$ cat config.mk
export PLATFORM = sky130hd
export DESIGN_NAME = keypad_code_lock_with_history_top
export DESIGN_NICKNAME = d
export VERILOG_FILES = /design/src/kcl_pkg.sv /design/src/kcl_ram.sv /design/src/keypad_code_lock_with_history_top.sv
export SDC_FILE = /design/constraint.sdc
export NUM_CORES = 1
export LEC_CHECK = 0
export ABC_AREA = 1
export CAP_MARGIN = 20
export CORE_ASPECT_RATIO = 1.75
export CORE_MARGIN = 3
export CORE_UTILIZATION = 45
export CTS_CLUSTER_DIAMETER = 80
export DETAILED_ROUTE_END_ITERATION = 8
export DONT_BUFFER_PORTS = 1
export GPL_TIMING_DRIVEN = 0
export PLACE_DENSITY = 0.58
export SYNTH_ARGS = -nofsm -noshare
export SYNTH_HDL_FRONTEND = slang
export SYNTH_SLANG_ARGS = --single-unit
$ cat constraint.sdc
create_clock -name clk -period 3.8 [get_ports clk]
set_input_delay 0.19 -clock clk [delete_from_list [all_inputs] [get_ports clk]]
set_output_delay 0.19 -clock clk [all_outputs]
set_load 0.005 [all_outputs]
$ cat src/kcl_pkg.sv
`default_nettype none
// ----------------------------------------------------------------------------
// kcl_pkg
// Shared types and codes for the keypad code lock with history.
// ----------------------------------------------------------------------------
package kcl_pkg;

  typedef enum logic [1:0] {
    MODE_SETUP   = 2'd0,
    MODE_LOCKED  = 2'd1,
    MODE_OPEN    = 2'd2,
    MODE_NEWCODE = 2'd3
  } mode_t;

  typedef enum logic [2:0] {
    EV_DIGIT   = 3'd0,
    EV_SET     = 3'd1,
    EV_WRONG   = 3'd2,
    EV_UNLOCK  = 3'd3,
    EV_OLD     = 3'd4,
    EV_UPDATED = 3'd5,
    EV_RELOCK  = 3'd6
  } event_t;

  typedef enum logic [1:0] {
    S_IDLE = 2'b01,
    S_SCAN = 2'b10
  } state_t;

  localparam int unsigned KEY_W = 4;

endpackage
`default_nettype wire

$ cat src/kcl_ram.sv
`default_nettype none
// ----------------------------------------------------------------------------
// kcl_ram
// Generic single-write, single-read RAM with a registered read port.
// ----------------------------------------------------------------------------
module kcl_ram #(
  parameter int unsigned WIDTH = 16,
  parameter int unsigned DEPTH = 16,
  localparam int unsigned ADDR_W = (DEPTH > 1) ? $clog2(DEPTH) : 1
) (
  input  wire logic              clk,
  input  wire logic              we,
  input  wire logic [ADDR_W-1:0] waddr,
  input  wire logic [WIDTH-1:0]  wdata,
  input  wire logic [ADDR_W-1:0] raddr,
  output logic      [WIDTH-1:0]  rdata
);

  logic [WIDTH-1:0] mem [DEPTH];

  always_ff @(posedge clk) begin
    if (we) begin
      mem[waddr] <= wdata;
    end
    rdata <= mem[raddr];
  end

endmodule
`default_nettype wire

$ cat src/keypad_code_lock_with_history_top.sv
`default_nettype none
// ----------------------------------------------------------------------------
// keypad_code_lock_with_history_top
// Keypad code lock with a ring of previously used codes.
// ----------------------------------------------------------------------------
// Each accepted key item gives one result item. The key that completes a
// new code walks the filled part of the history RAM through its single
// read port, one entry per cycle; no new key is taken during the walk.
// A key is taken once the previous result has left the output register.
// History entries count as valid below a fill count, so no clearing pass
// is needed after reset.
module keypad_code_lock_with_history_top
  import kcl_pkg::*;
#(
  parameter int unsigned HISTORY_DEPTH = 16,
  parameter int unsigned CODE_DIGITS   = 4
) (
  input  wire logic             clk,
  input  wire logic             rst,
  input  wire logic             change_key_we,
  input  wire logic [KEY_W-1:0] change_key_index,
  input  wire logic             in_valid,
  output logic                  in_stall,
  input  wire logic [KEY_W-1:0] key_index,
  output logic                  out_valid,
  input  wire logic             out_stall,
  output logic [2:0]            event_code,
  output logic [2:0]            digits_entered,
  output logic [1:0]            lock_mode
);

  localparam int unsigned CODE_W = KEY_W * CODE_DIGITS;
  localparam int unsigned CNT_W  = $clog2(CODE_DIGITS + 1);
  localparam int unsigned HIDX_W = (HISTORY_DEPTH > 1) ? $clog2(HISTORY_DEPTH) : 1;
  localparam int unsigned FILL_W = $clog2(HISTORY_DEPTH + 1);

  state_t             state;
  mode_t              mode;
  logic [KEY_W-1:0]   change_key;
  logic [CODE_W-1:0]  entry_digits;
  logic [CNT_W-1:0]   digit_count;
  logic [CODE_W-1:0]  current_code;
  logic [CODE_W-1:0]  pend_code;
  logic [HIDX_W-1:0]  history_next;
  logic [FILL_W-1:0]  fill;
  logic [FILL_W-1:0]  issue_idx;
  logic               pend;
  logic               hit;

  logic               accept;
  logic [CODE_W-1:0]  entry_shift;
  logic [CNT_W-1:0]   count_inc;
  logic               done;
  logic               scan_start;
  logic               scan_finish;
  logic               out_load;
  logic               issue;
  logic               ram_we;
  logic [CODE_W-1:0]  ram_wdata;
  logic [CODE_W-1:0]  ram_rdata;
  logic [HIDX_W-1:0]  history_next_next;
  logic [FILL_W-1:0]  fill_next;

  assign in_stall    = (state != S_IDLE) || (out_valid && out_stall);
  assign accept      = in_valid && !in_stall;
  assign entry_shift = (entry_digits << KEY_W) | CODE_W'(key_index);
  assign count_inc   = digit_count + CNT_W'(1);
  assign done        = count_inc >= CNT_W'(CODE_DIGITS);
  assign scan_start  = accept && (mode == MODE_NEWCODE) && done;
  assign scan_finish = (state == S_SCAN) && !pend && (issue_idx == fill);
  assign out_load    = (accept && !scan_start) || scan_finish;
  assign issue       = (state == S_SCAN) && (issue_idx < fill);

  always_comb begin
    ram_we    = 1'b0;
    ram_wdata = pend_code;
    if (accept && (mode == MODE_SETUP) && done) begin
      ram_we    = 1'b1;
      ram_wdata = entry_shift;
    end else if (scan_finish && !hit) begin
      ram_we = 1'b1;
    end
    history_next_next = (history_next == HIDX_W'(HISTORY_DEPTH - 1)) ? '0
                        : history_next + HIDX_W'(1);
    fill_next = (fill == FILL_W'(HISTORY_DEPTH)) ? fill : fill + FILL_W'(1);
  end

  kcl_ram #(
    .WIDTH (CODE_W),
    .DEPTH (HISTORY_DEPTH)
  ) u_history (
    .clk   (clk),
    .we    (ram_we),
    .waddr (history_next),
    .wdata (ram_wdata),
    .raddr (issue_idx[HIDX_W-1:0]),
    .rdata (ram_rdata)
  );

  always_ff @(posedge clk) begin
    if (rst) begin
      state        <= S_IDLE;
      mode         <= MODE_SETUP;
      change_key   <= KEY_W'(12);
      entry_digits <= '0;
      digit_count  <= '0;
      current_code <= '0;
      history_next <= '0;
      fill         <= '0;
      issue_idx    <= '0;
      pend         <= 1'b0;
      hit          <= 1'b0;
      out_valid    <= 1'b0;
    end else begin
      if (change_key_we) begin
        change_key <= change_key_index;
      end
      out_valid <= out_load || (out_valid && out_stall);
      if (ram_we) begin
        history_next <= history_next_next;
        fill         <= fill_next;
      end

      unique case (state)
        S_IDLE: begin
          if (accept) begin
            if (mode == MODE_OPEN) begin
              entry_digits   <= '0;
              digit_count    <= '0;
              digits_entered <= 3'd0;
              if (key_index == change_key) begin
                mode       <= MODE_NEWCODE;
                event_code <= EV_DIGIT;
                lock_mode  <= MODE_NEWCODE;
              end else begin
                mode       <= MODE_LOCKED;
                event_code <= EV_RELOCK;
                lock_mode  <= MODE_LOCKED;
              end
            end else if (!done) begin
              entry_digits   <= entry_shift;
              digit_count    <= count_inc;
              event_code     <= EV_DIGIT;
              digits_entered <= 3'(count_inc);
              lock_mode      <= mode;
            end else begin
              entry_digits   <= '0;
              digit_count    <= '0;
              digits_entered <= 3'(count_inc);
              unique case (mode)
                MODE_SETUP: begin
                  current_code <= entry_shift;
                  mode         <= MODE_LOCKED;
                  event_code   <= EV_SET;
                  lock_mode    <= MODE_LOCKED;
                end
                MODE_LOCKED: begin
                  if (entry_shift == current_code) begin
                    mode       <= MODE_OPEN;
                    event_code <= EV_UNLOCK;
                    lock_mode  <= MODE_OPEN;
                  end else begin
                    event_code <= EV_WRONG;
                    lock_mode  <= MODE_LOCKED;
                  end
                end
                default: begin
                  // new code: check it against the history ring
                  pend_code <= entry_shift;
                  issue_idx <= '0;
                  pend      <= 1'b0;
                  hit       <= 1'b0;
                  state     <= S_SCAN;
                end
              endcase
            end
          end
        end
        S_SCAN: begin
          pend <= issue;
          if (issue) begin
            issue_idx <= issue_idx + FILL_W'(1);
          end
          if (pend && (ram_rdata == pend_code)) begin
            hit <= 1'b1;
          end
          if (scan_finish) begin
            state <= S_IDLE;
            if (hit) begin
              event_code <= EV_OLD;
              lock_mode  <= MODE_NEWCODE;
            end else begin
              current_code <= pend_code;
              mode         <= MODE_LOCKED;
              event_code   <= EV_UPDATED;
              lock_mode    <= MODE_LOCKED;
            end
          end
        end
        default: begin
          state <= S_IDLE;
        end
      endcase
    end
  end

endmodule
`default_nettype wire
==> metrics.csv <==
metric;value;unit
worstHoldStart;in_valid;
gp_congestion;0.9255;
ys_seq_elements;352;
route.detailed.drc;0;
synth_top_area_cell;edfxtp_1;
insertion_delay;0.54;ns
p_leak;5.720;nW
row_count;86;
grt_pass1_wl;60.95;mm
hold_path.class;in -> reg;
slowest_delay;0.78;ns
clockBufferDepth;3;
syn_inst;1298;
ys_warn_count;0;
drt-wirelength-per-cell;22.95;µm
synth_edf_count;280;
crit_buf_inv;3;
slew-limit-headroom;37.14;%
cpLargestDelayFamily;simple AND/OR/NAND/NOR gates;
cap_violations;0;
final_nets;1404;
crit_path_end_kind;flop;
slew_violations;0;
area_growth;14.49;%
die_h;244.7;µm
fmaxAchievable;275.7;MHz
postSynthNetCount;1326;
powerDensity;518.0;mW/mm²
critical_path_depth;8;
status;completed;
crit_chain;inv_1 -> buf_2 -> buf_1 -> ha_1 -> nand4_4 -> o21ai_4 -> nand2_1 -> nor2_2;
drtIter0Drc;652;
drive_gt1_share;10.43;%
antenna_found_initial;0;
dpl_cell_area;0.01561;mm²
ys_seq_area_share;67.24;%
yosysTopAreaCellShare;57.40;%
worstSetupStartpoint;issue_idx[0]$_SDFFE_PP0P_;
finalCoreUtilization;52.66;%
worstSetupPathType;reg -> reg;
grt_max_degree;17;
vias_per_cell;5.710;
clock-sinks;352;
worstReg2RegEnd;u_history.mem[6][12]$_DFFE_PP_;
core_area;0.03185;mm²
r2r_cells;8;
wl;41.22;mm
cts_buffers;34;
endpoint;u_history.mem[6][12]$_DFFE_PP_;
finalSetupViolCount;0;
grt.total_usage;23.44;%
avgSynthCellArea;11.29;µm²
grt_overflow_total;0;
cts-root-buf;clkbuf_16;
reg2reg_slack;0.17;ns
ys.flop_type;edfxtp_1;
initial_utilization;45.99;%
startpoint_type;flop;
hold_viol;0;
die_w;142.4;µm
skew;0.02235;ns
postLayoutCellArea;0.01677;mm²
port_buffers;0;
required;3.95;ns
period_share;95.45;%
post_cts_resized;0;
irDropWorstVdd;0.2718;mV
cts_tree;yes;
rsz0062_at_grt;no;
grt_pass1_vias;10490;
htree_levels;2;
yosysUniqueCellTypes;41;
cp_max_fo;16;
ys_async_sr_fraction;0;%
cpMaxStageDelayCell;nor2_2;
die_area;0.03484;mm²
yosys.cell_count.top_type;edfxtp_1;
totalPowerFinal;8.688;mW
period_minus_slack;3.627;ns
hpwl;30.59;mm
io_pins;23;
ant_nets;0;
hold_ws;0.03023;ns
cts.clk_slew.worst_paths;0.06;ns
cp.arrival;3.77;ns
first_pass_iters;6;
reg2reg_from;issue_idx[0]$_SDFFE_PP0P_;
vias;10260;
max_slew.worst_pin.slew;0.9419;ns
ys_top_cells_by_area;edfxtp_1 57%, dfxtp_1 9.8%, nor2_1 5.0%;
synth_commonest_cells;280 x edfxtp_1, 195 x nor2_1, 184 x nand2_1;
syn_area;0.01465;mm²
antennaDiodeCount;0;
## layout make-up
| type | instances | area (µm²) |
|---|---|---|
| multi-input cells | 794 | 4235 |
| well taps | 396 | 495.5 |
| inverters | 85 | 319.1 |
| repair buffers | 42 | 533.0 |
| flip-flops and latches | 352 | 9849 |
| clock buffers | 44 | 919.6 |
| plain buffers | 67 | 290.3 |
| clock inverters | 16 | 128.9 |
| fillers | 2799 | 15080 |
## report_power, final
| part | switching (mW) | internal [mW] | total, mW | leakage, nW |
|---|---|---|---|---|
| logic | 0.699 | 0.317 | 1.02 | 2.10 |
| registers | 0.118 | 4.31 | 4.43 | 3.11 |
| clock network | 1.45 | 1.79 | 3.24 | 0.505 |
| total | 2.27 | 6.42 | 8.69 | 5.72 |
## through the flow
step | TNS, ns | instances | setup WS [ns]
after floorplan | 0 | 1298 | 1.000
after global placement | -77.57 | 1694 | -0.4373
after detailed placement | 0 | 1725 | 0.1670
after CTS | 0 | 1796 | 0.1460
after global routing | 0 | 1796 | 0.002292
final | 0 | 1796 | 0.1728
## cell families after synthesis
group | Yosys count | synth area share, %
simple gates | 473 | 13.70
compound gates | 269 | 11.18
fa+ha+maj | 15 | 1.281
flops | 352 | 67.24
mux | 27 | 1.845
xor+xnor | 10 | 0.5979
buf+inv | 152 | 4.160
## worst reg2reg max path, stage by stage (launching register included)
cell and delay, ns:
dfxtp_1 0.49, inv_1 0.14, buf_2 0.20, buf_1 0.36, ha_1 0.46, nand4_4 0.16
o21ai_4 0.38, nand2_1 0.28, nor2_2 0.78
## how the worst min path moves through the flow
stage                                         endpoint  slack, ns  depth (start not counted)
after global routing      history_next[0]$_SDFFE_PP0P_       0.05                          3
after global placement    entry_digits[9]$_SDFFE_PP0P_       0.27                          1
after detailed placement  entry_digits[9]$_SDFFE_PP0P_       0.27                          1
final                      digit_count[0]$_SDFFE_PP0P_       0.03                          4
after CTS                  digit_count[0]$_SDFFE_PP0P_      0.001                          4
after floorplan           entry_digits[9]$_SDFFE_PP0P_       0.27                          1
## flip-flops by register name (all words and copies together) (netlist names), 4 cells and up
signal,cells
history_next,4
current_code,16
issue_idx,5
u_history.rdata,16
entry_digits,12
pend_code,16
u_history.mem,256
fill,5
change_key,4
## cell usage in the layout (no fill, tap or decap), types with 9 or more instances in the layout
cell | synthesis | layout
edfxtp_1 | 280 | 280
nand2_1 | 184 | 184
nor2_1 | 195 | 179
o21ai_0 | 142 | 126
inv_1 | 77 | 77
dfxtp_1 | 72 | 72
nand3_1 | 51 | 51
clkbuf_1 | 40 | 48
a21oi_1 | 44 | 44
o32ai_1 | 37 | 37
clkbuf_16 | 0 | 35
mux2i_1 | 27 | 27
o221ai_1 | 27 | 27
buf_2 | 22 | 22
nor2_2 | 4 | 20
o21ai_1 | 1 | 17
ha_1 | 15 | 15
buf_4 | 3 | 14
nor3_1 | 14 | 13
dlygate4sd3_1 | 0 | 11
xor2_1 | 10 | 10
buf_8 | 0 | 9
## routing by layer
layer	vias up	GRT usage, %	wire length (µm)
met2	336	47.23	23640
met5	-	0	0
met3	124	2.943	1522
met4	0	11.61	2147
li1	4782	-	-
met1	5013	22.46	13920
## repair_timing
item	in CTS	in global routing
buffers inserted	0	0
hold buffers	11	0
endpoints found under the hold margin	14	0
No activity file was read; power rests on OpenSTA's default activity.
